### src/hw/rtl/first_fit_block_allocator_core_assert.svh
// Assertion macros used by the allocator core RTL.
`ifndef FIRST_FIT_BLOCK_ALLOCATOR_CORE_ASSERT_SVH
`define FIRST_FIT_BLOCK_ALLOCATOR_CORE_ASSERT_SVH

// Checks that the consequent holds whenever the antecedent holds, outside reset.
`define FFA_ASSERT_IMPLIES(label, ante, cons) \
  label: assert property (@(posedge clk_i) disable iff (!rst_ni) (ante) |-> (cons)) \
    else $error("allocator check failed");

// Checks that the consequent holds in the cycle after the antecedent, outside reset.
`define FFA_ASSERT_NEXT(label, ante, cons) \
  label: assert property (@(posedge clk_i) disable iff (!rst_ni) (ante) |=> (cons)) \
    else $error("allocator sequencing check failed");

`endif

### src/hw/rtl/ffa_pkg.sv
// Shared types and constants of the first-fit block allocator.
package ffa_pkg;

  localparam int unsigned AddrW  = 32;
  localparam int unsigned FirstW = 10;
  localparam int unsigned CfgIdxW = 2;

  typedef logic [AddrW-1:0]   addr_t;
  typedef logic [FirstW-1:0]  first_t;
  typedef logic [CfgIdxW-1:0] cfg_idx_t;

  localparam cfg_idx_t CfgHeapBase    = cfg_idx_t'(0);
  localparam cfg_idx_t CfgBlocksInUse = cfg_idx_t'(1);

  localparam int unsigned BlocksW     = 11;
  localparam int unsigned BlocksReset = 1024;

  typedef struct packed {
    logic   idle;
    logic   res_valid;
    logic   granted;
    addr_t  addr;
    first_t first;
  } ffa_status_t;

endpackage

### src/hw/rtl/first_fit_block_allocator_core.sv
// Top level of the first-fit contiguous block allocator.
// A request carries a size in bytes on request_bytes_i and is taken when
// in_valid_i is high and in_stall_o is low. The block rounds the size up to
// whole blocks, scans the taken-map from block 0 for the lowest free run of
// that length, marks the run taken and returns one result per request on
// granted_o, block_address_o and first_block_o, taken when out_valid_o is high
// and out_stall_i is low. A zero size, a size beyond the heap or a heap with
// no fitting run gives granted_o low with zero address and index.
// A granted request scans the map entries up to the last block of the run,
// then marks each block of the run taken before its result is valid; a
// failed scan reads every entry of the heap, and a zero size skips the scan.
// The map has a single read port and a single write port. Registers heap_base
// and blocks_in_use are written through cfg_we_i; the user must write them
// only while the block is idle, which the block itself does not enforce.
// After reset the map is cleared to free, one entry a cycle, over all
// MAX_BLOCKS entries, and in_stall_o stays high until that pass ends.
// A finished result sits in an output register, so a stalled receiver holds
// the result while the next request is already taken and scanned.
module first_fit_block_allocator_core #(
  parameter int unsigned MAX_BLOCKS  = 1024,
  parameter int unsigned BLOCK_BYTES = 4096
) (
  input  logic                  clk_i,
  input  logic                  rst_ni,
  input  logic                  in_valid_i,
  output logic                  in_stall_o,
  input  ffa_pkg::addr_t        request_bytes_i,
  output logic                  out_valid_o,
  input  logic                  out_stall_i,
  output logic                  granted_o,
  output ffa_pkg::addr_t        block_address_o,
  output ffa_pkg::first_t       first_block_o,
  input  logic                  cfg_we_i,
  input  ffa_pkg::cfg_idx_t     cfg_index_i,
  input  ffa_pkg::addr_t        cfg_wdata_i
);

  localparam int unsigned CntW = $clog2(MAX_BLOCKS + 1);

  ffa_pkg::addr_t                  heap_base_q;
  logic [ffa_pkg::BlocksW-1:0]     blocks_q;
  logic [CntW-1:0]                 limit;
  ffa_pkg::ffa_status_t            eng_status;
  logic                            in_accept;
  logic                            out_load;
  logic                            out_valid_q;
  logic                            granted_q;
  ffa_pkg::addr_t                  addr_q;
  ffa_pkg::first_t                 first_q;

  always_ff @(posedge clk_i or negedge rst_ni) begin
    if (!rst_ni) begin
      heap_base_q <= '0;
      blocks_q    <= ffa_pkg::BlocksW'(ffa_pkg::BlocksReset);
    end else if (cfg_we_i) begin
      unique case (cfg_index_i)
        ffa_pkg::CfgHeapBase:    heap_base_q <= cfg_wdata_i;
        ffa_pkg::CfgBlocksInUse: blocks_q    <= cfg_wdata_i[ffa_pkg::BlocksW-1:0];
        default: begin
        end
      endcase
    end
  end

  always_comb begin
    if (32'(blocks_q) > 32'(MAX_BLOCKS)) begin
      limit = CntW'(MAX_BLOCKS);
    end else begin
      limit = CntW'(blocks_q);
    end
  end

  assign in_stall_o = !eng_status.idle;
  assign in_accept  = in_valid_i && !in_stall_o;
  assign out_load   = eng_status.res_valid && (!out_valid_q || !out_stall_i);

  ffa_engine #(
    .MAX_BLOCKS  (MAX_BLOCKS),
    .BLOCK_BYTES (BLOCK_BYTES)
  ) u_engine (
    .clk_i       (clk_i),
    .rst_ni      (rst_ni),
    .start_i     (in_accept),
    .req_bytes_i (request_bytes_i),
    .limit_i     (limit),
    .heap_base_i (heap_base_q),
    .res_ack_i   (out_load),
    .status_o    (eng_status)
  );

  always_ff @(posedge clk_i or negedge rst_ni) begin
    if (!rst_ni) begin
      out_valid_q <= 1'b0;
    end else if (out_load) begin
      out_valid_q <= 1'b1;
    end else if (!out_stall_i) begin
      out_valid_q <= 1'b0;
    end
  end

  always_ff @(posedge clk_i) begin
    if (out_load) begin
      granted_q <= eng_status.granted;
      addr_q    <= eng_status.addr;
      first_q   <= eng_status.first;
    end
  end

  assign out_valid_o     = out_valid_q;
  assign granted_o       = granted_q;
  assign block_address_o = addr_q;
  assign first_block_o   = first_q;

`include "first_fit_block_allocator_core_assert.svh"

  `FFA_ASSERT_IMPLIES(a_fail_is_zero, out_valid_o && !granted_o, ~|{block_address_o, first_block_o})
  `FFA_ASSERT_NEXT(a_accept_busy, in_accept, in_stall_o)
  `FFA_ASSERT_IMPLIES(a_result_while_busy, eng_status.res_valid, in_stall_o)

endmodule

### src/hw/rtl/ffa_map_ram.sv
// Taken-map memory: one write port and one registered read port.
module ffa_map_ram #(
  parameter int unsigned Depth = 1024,
  localparam int unsigned AW = $clog2(Depth)
) (
  input  logic          clk_i,
  input  logic          we_i,
  input  logic [AW-1:0] waddr_i,
  input  logic          wdata_i,
  input  logic          re_i,
  input  logic [AW-1:0] raddr_i,
  output logic          rdata_o
);

  logic mem [Depth];
  logic rdata_q;

  always_ff @(posedge clk_i) begin
    if (we_i) begin
      mem[waddr_i] <= wdata_i;
    end
    if (re_i) begin
      rdata_q <= mem[raddr_i];
    end
  end

  assign rdata_o = rdata_q;

endmodule

### src/hw/rtl/ffa_engine.sv
// First-fit scan and mark sequencer around the taken-map memory.
module ffa_engine #(
  parameter int unsigned MAX_BLOCKS  = 1024,
  parameter int unsigned BLOCK_BYTES = 4096,
  localparam int unsigned CntW = $clog2(MAX_BLOCKS + 1)
) (
  input  logic                clk_i,
  input  logic                rst_ni,
  input  logic                start_i,
  input  ffa_pkg::addr_t      req_bytes_i,
  input  logic [CntW-1:0]     limit_i,
  input  ffa_pkg::addr_t      heap_base_i,
  input  logic                res_ack_i,
  output ffa_pkg::ffa_status_t status_o
);

  localparam int unsigned AW   = $clog2(MAX_BLOCKS);
  localparam int unsigned RunW = $clog2(MAX_BLOCKS) + $clog2(BLOCK_BYTES) + 1;
  localparam int unsigned CmpW = (RunW > ffa_pkg::AddrW + 1) ? RunW : ffa_pkg::AddrW + 1;

  typedef enum logic [2:0] {
    StClear,
    StIdle,
    StScan,
    StMark,
    StDone
  } state_e;

  state_e           state_q, state_d;
  logic [CntW-1:0]  idx_q, idx_d;
  logic             rvld_q, rvld_d;
  logic [CntW-1:0]  run_q, run_d;
  logic [RunW-1:0]  run_bytes_q, run_bytes_d;
  logic [CntW-1:0]  start_q, start_d;
  ffa_pkg::addr_t   start_bytes_q, start_bytes_d;
  ffa_pkg::addr_t   req_q, req_d;
  logic [CntW-1:0]  limit_q, limit_d;
  logic             granted_q, granted_d;
  ffa_pkg::addr_t   addr_q, addr_d;
  ffa_pkg::first_t  first_q, first_d;

  logic             ram_we;
  logic             ram_wdata;
  logic             ram_re;
  logic             ram_rdata;
  logic             issue_ok;
  logic [CntW-1:0]  run_inc;
  logic [RunW-1:0]  run_bytes_inc;
  logic             fit;

  ffa_map_ram #(
    .Depth (MAX_BLOCKS)
  ) u_map (
    .clk_i   (clk_i),
    .we_i    (ram_we),
    .waddr_i (idx_q[AW-1:0]),
    .wdata_i (ram_wdata),
    .re_i    (ram_re),
    .raddr_i (idx_q[AW-1:0]),
    .rdata_o (ram_rdata)
  );

  assign issue_ok      = (idx_q < limit_q);
  assign run_inc       = run_q + CntW'(1);
  assign run_bytes_inc = run_bytes_q + RunW'(BLOCK_BYTES);
  assign fit           = rvld_q && !ram_rdata && (CmpW'(run_bytes_inc) >= CmpW'(req_q));

  always_comb begin
    ram_we    = 1'b0;
    ram_wdata = 1'b0;
    ram_re    = 1'b0;
    unique case (state_q)
      StClear: begin
        ram_we = 1'b1;
      end
      StMark: begin
        ram_we    = 1'b1;
        ram_wdata = 1'b1;
      end
      StScan: begin
        ram_re = issue_ok;
      end
      default: begin
      end
    endcase
  end

  always_comb begin
    state_d       = state_q;
    idx_d         = idx_q;
    rvld_d        = rvld_q;
    run_d         = run_q;
    run_bytes_d   = run_bytes_q;
    start_d       = start_q;
    start_bytes_d = start_bytes_q;
    req_d         = req_q;
    limit_d       = limit_q;
    granted_d     = granted_q;
    addr_d        = addr_q;
    first_d       = first_q;
    unique case (state_q)
      StClear: begin
        idx_d = idx_q + CntW'(1);
        if (idx_q == CntW'(MAX_BLOCKS - 1)) begin
          state_d = StIdle;
        end
      end
      StIdle: begin
        if (start_i) begin
          req_d         = req_bytes_i;
          limit_d       = limit_i;
          idx_d         = '0;
          rvld_d        = 1'b0;
          run_d         = '0;
          run_bytes_d   = '0;
          start_d       = '0;
          start_bytes_d = '0;
          granted_d     = 1'b0;
          addr_d        = '0;
          first_d       = '0;
          state_d       = (req_bytes_i == '0) ? StDone : StScan;
        end
      end
      StScan: begin
        rvld_d = issue_ok;
        if (issue_ok) begin
          idx_d = idx_q + CntW'(1);
        end
        if (rvld_q) begin
          if (ram_rdata) begin
            run_d         = '0;
            run_bytes_d   = '0;
            start_d       = start_q + run_inc;
            start_bytes_d = start_bytes_q + ffa_pkg::addr_t'(run_bytes_inc);
          end else if (fit) begin
            idx_d     = start_q;
            run_d     = run_inc;
            rvld_d    = 1'b0;
            granted_d = 1'b1;
            addr_d    = heap_base_i + start_bytes_q;
            first_d   = ffa_pkg::first_t'(start_q);
            state_d   = StMark;
          end else begin
            run_d       = run_inc;
            run_bytes_d = run_bytes_inc;
          end
        end else if (!issue_ok) begin
          state_d = StDone;
        end
      end
      StMark: begin
        idx_d = idx_q + CntW'(1);
        run_d = run_q - CntW'(1);
        if (run_q == CntW'(1)) begin
          state_d = StDone;
        end
      end
      StDone: begin
        if (res_ack_i) begin
          state_d = StIdle;
        end
      end
      default: begin
        state_d = StIdle;
      end
    endcase
  end

  always_ff @(posedge clk_i or negedge rst_ni) begin
    if (!rst_ni) begin
      state_q       <= StClear;
      idx_q         <= '0;
      rvld_q        <= 1'b0;
      run_q         <= '0;
      run_bytes_q   <= '0;
      start_q       <= '0;
      start_bytes_q <= '0;
      req_q         <= '0;
      limit_q       <= '0;
      granted_q     <= 1'b0;
      addr_q        <= '0;
      first_q       <= '0;
    end else begin
      state_q       <= state_d;
      idx_q         <= idx_d;
      rvld_q        <= rvld_d;
      run_q         <= run_d;
      run_bytes_q   <= run_bytes_d;
      start_q       <= start_d;
      start_bytes_q <= start_bytes_d;
      req_q         <= req_d;
      limit_q       <= limit_d;
      granted_q     <= granted_d;
      addr_q        <= addr_d;
      first_q       <= first_d;
    end
  end

  assign status_o.idle      = (state_q == StIdle);
  assign status_o.res_valid = (state_q == StDone);
  assign status_o.granted   = granted_q;
  assign status_o.addr      = addr_q;
  assign status_o.first     = first_q;

endmodule

### config.mk
export PLATFORM = sky130hd
export DESIGN_NAME = first_fit_block_allocator_core
export DESIGN_NICKNAME = d
export VERILOG_FILES = /design/src/hw/rtl/ffa_pkg.sv /design/src/hw/rtl/first_fit_block_allocator_core.sv /design/src/hw/rtl/ffa_map_ram.sv /design/src/hw/rtl/ffa_engine.sv
export VERILOG_INCLUDE_DIRS = /design/src /design/src/hw/rtl
export SDC_FILE = /design/constraint.sdc
export NUM_CORES = 2
export LEC_CHECK = 0
export BUFFER_PORTS_ARGS = -buffer_cell sky130_fd_sc_hd__buf_2
export CAP_MARGIN = 30
export CORE_ASPECT_RATIO = 2
export CORE_MARGIN = 3
export CORE_UTILIZATION = 34
export CTS_CLUSTER_DIAMETER = 100
export CTS_CLUSTER_SIZE = 40
export DETAILED_ROUTE_END_ITERATION = 10
export PLACE_DENSITY = 0.49
export SYNTH_ARGS = -nofsm -noshare
export SYNTH_HDL_FRONTEND = slang
export SYNTH_HIERARCHICAL = 1
export SYNTH_SLANG_ARGS = --single-unit
### constraint.sdc
create_clock -name clk_i -period 30.3 [get_ports clk_i]
set_input_delay 3.03 -clock clk_i [delete_from_list [all_inputs] [get_ports clk_i]]
set_output_delay 3.03 -clock clk_i [all_outputs]
set_load 0.01 [all_outputs]
==> impl_results.md <==
- Status: finished clean
- Area of the core: 0.169 mm²
- Syn-to-layout area delta: 7.57%
- Final ANT Viol Nets: 0
- Max stage delay cell, worst path: dfrtp_4
- DRC Markers: 0
- Row count: roughly 210
- IO Pins: 116
- Horiz. Die Dim: 298 µm
- Post-CTS setup buffer count: 0
- Critical Path Max Stage Delay: 1.04 ns
- Placed insts: 6,590
- Initial antenna violation count: 6
- Maxcap violations: 0
- Hold_ws: 0.461 ns
- Initial DRC count: 2,925
- Synth Register Bits: 1,278
- Pre-CTS worst setup slack: 24.83 ns
- CTS tree: done
- Critical path endpoint category: flip-flop
- Setup Skew: 0.0248 ns
- Post-DP HPWL: 111,000 µm
- Vias in the first global route: 36,800
- Slew Limit Headroom: 0.242
- Area leader, netlist: edfxtp_1
- H-tree depth: 2
- Met1 Wirelength: 63,100 µm
- Area of the multi-input gates: approximately 0.019 mm²
- Final #Nets: 4,524
- Power per standard cell area: between 70 and 80 mW/mm²
- Post_cts resized: 0
- Required @ worst endpoint: 30.73 ns
- First-pass GRT wire length: 259,000 µm
- Cell count after synthesis: around 4,500
- Clock Sinks: 1,278
- Most common cell in the netlist: nor2_1
- Synth warnings: 6
- Share of post-route cells with drive strength above 1: 0.137
- Vias/cell: around 5.5
- Worst-path fanout max: 95
- Number of enable flip-flop cells after synthesis: 1,068
- Post-synth cell types: 85
- Main synth FF type: edfxtp_1
- Die Y: between 500 and 600 µm
- Worst-Skew Late Latency: between 0.6 and 0.7 ns
- Length of routed met3 wiring: ~6300 µm
- CP most frequent cell: a2111oi_0
- Setup violators final: 0
- Setup TNS: 0 ns
- Final hold violations: 0
- Wirelength per Cell: 27.2 µm
- Drt total wl: 181,000 µm
- Clock buffer depth: 3
- Synth Cell Area: around 0.058 mm²
- Max Freq: 0.183 GHz
- Slew Viols, Final: 0
- Wire length on met2: roughly 100,000 µm
- # hold bufs at CTS: 0
- Mapped Avg Cell Area: 13.0 µm²
- Syn_nets: 4,605
- Fin crit share: 0.181
- Unrepaired setup endpoints after global routing: no
- WP data arrival: 5.91 ns
- Routability congestion estimate: 0.836
- DR top layer: met4
- Ys async rst share: 0.164
- CTS Root Cell: clkbuf_16
- GRT Util Overall: 0.202
- Filler cells: around 17,000
- Worst slew pin tran: 1.14 ns
- Post-synth top cells: nor2_1 (1,099), edfxtp_1 (1,068), nand2_1 (295), clkbuf_1 (223), dfrtp_1 (209)
- Post-synth top area share: 0.553
- Min-delay worst type: reg2reg
- Leak: 0.0204 µW
- Worst path bufs/invs: 1
- Post-synthesis sequential area ratio: 0.643
- Final std cells w/o fill: 6,655
- Starting Density: 0.343
- FF+latch area: 0.0373 mm²
- CP top delay family: simple AND/OR/NAND/NOR gates
- # port buffers: 115
- CTS clk-pin slew, worst paths: 0.15 ns
- Power consumption: 4700 µW
- CTS Buf Count: 37
- Drt pass-1 iters: 5
- Largest net degree at the start of global routing: 220
- Largest cells by area after synthesis: edfxtp_1 (55%), dfrtp_1 (9.0%), mux4_2 (7.8%), nor2_1 (7.1%), mux2i_1 (2.2%)
- Final Worst Setup Slack: 24.82 ns
- CP cell instances: buf_12 > nor2b_1 > a2111oi_0 > a2111oi_0 > nand4_1 > and4_1 > nor4_1 > o2111ai_1
- Grt total ovfl: 0
- Setup crit start kind: flip-flop
- VDD IR-drop max: 0.0626 mV
- WS Path Type: reg2reg
- Via count: 36,400
- Die area: between 0.15 and 0.2 mm²
- Fin crit period: ~5.5 ns
## routing by layer
layer / global-route usage / up-vias
met5: 0 / -
met4: 0.110 / 0
met3: 0.0136 / 279
met2: 0.392 / 947
met1: 0.214 / 19200
li1: - / 16000
## report_power, final
group          internal, µW  switching [µW]
Clock                   231             522
Combinational           575            1030
Sequential             2220             124
## state kept, by name, summed over array words and instances (netlist names), 32 cells and up
register / flops
block_address_o: 32
heap_base_q: 32
u_engine/addr_q: 32
u_engine/req_q: 32
u_engine/start_bytes_q: 32
u_engine/u_map/mem: 1024
## cells by family (layout without fill, tap and decap cells)
family,after synthesis,after routing,share of synthesized area
multiplexers,387,387,0.115
flip-flops,1278,1278,0.643
AO/OA/AOI/OAI,501,501,0.0565
other,0,13,0
buffers and inverters,416,347,0.0330
AND/OR/NAND/NOR,1717,1717,0.123
adder cells (fa/ha/maj),80,80,0.0175
XOR/XNOR,75,75,0.0113
## worst register-to-register path: stages (launching register included)
cell and delay, ns:
dfrtp_4 1.04, buf_12 0.68, nor2b_1 0.69, a2111oi_0 0.32, a2111oi_0 0.86, nand4_1 0.73, and4_1 0.51, nor4_1 0.25
o2111ai_1 0.16
## layout by cell type, fill, tap and decap left out, types with 10 or more instances in the layout
cell type / count
nor2_1: 1097
edfxtp_1: 1068
nand2_1: 288
dfrtp_1: 203
mux4_2: 200
o21ai_0: 140
mux2i_1: 127
buf_2: 115
buf_4: 93
a21oi_1: 91
ha_1: 78
nand3_1: 72
inv_1: 53
nor3_1: 52
o221ai_1: 49
xnor2_1: 45
mux2_2: 44
clkbuf_16: 37
o22ai_1: 33
xor2_1: 30
a21o_1: 29
nor2b_1: 25
and2_1: 23
a22oi_1: 23
nand3_2: 23
nor4_1: 22
buf_16: 20
nand4_1: 17
and3_1: 16
a22o_1: 16
mux4_1: 14
diode_2: 13
nand2b_1: 13
clkbuf_1: 12
a31oi_1: 12
a221oi_1: 11
a211oi_1: 11
o211ai_1: 10
## stage by stage
stage / cell area (µm²) / util
floorplan: 58000 / -
global placement: 60700 / 0.359
detailed placement: 61400 / 0.363
CTS: 62300 / 0.369
global route: 62400 / 0.369
finish: 62400 / 0.369
## final timing paths
kind                                startpoint                endpoint  slack (ns)  depth (start not counted)
setup / recovery             u_engine/idx_q[0]  u_engine/u_map/rdata_o       24.82                          8
hold / removal             u_engine/addr_q[12]     block_address_o[12]        0.46                          0
setup reg to reg             u_engine/idx_q[0]  u_engine/u_map/rdata_o       24.82                          8
hold reg to reg            u_engine/addr_q[12]     block_address_o[12]        0.46                          0
max in group asynchronous               rst_ni      u_engine/req_q[28]       26.08                          4
min in group asynchronous               rst_ni      u_engine/granted_q        2.32                          1
## cell type report
class,count,share of cell area
Multi-Input combinational cell,2760,0.304
Clock inverter,2,0.000281
Sequential cell,1278,0.598
Tap cell,2257,0.0453
Inverter,57,0.00355
Clock buffer,49,0.0156
Antenna cell,13,0.000521
Timing Repair Buffer,239,0.0321
(Power assumes the default switching activity.)
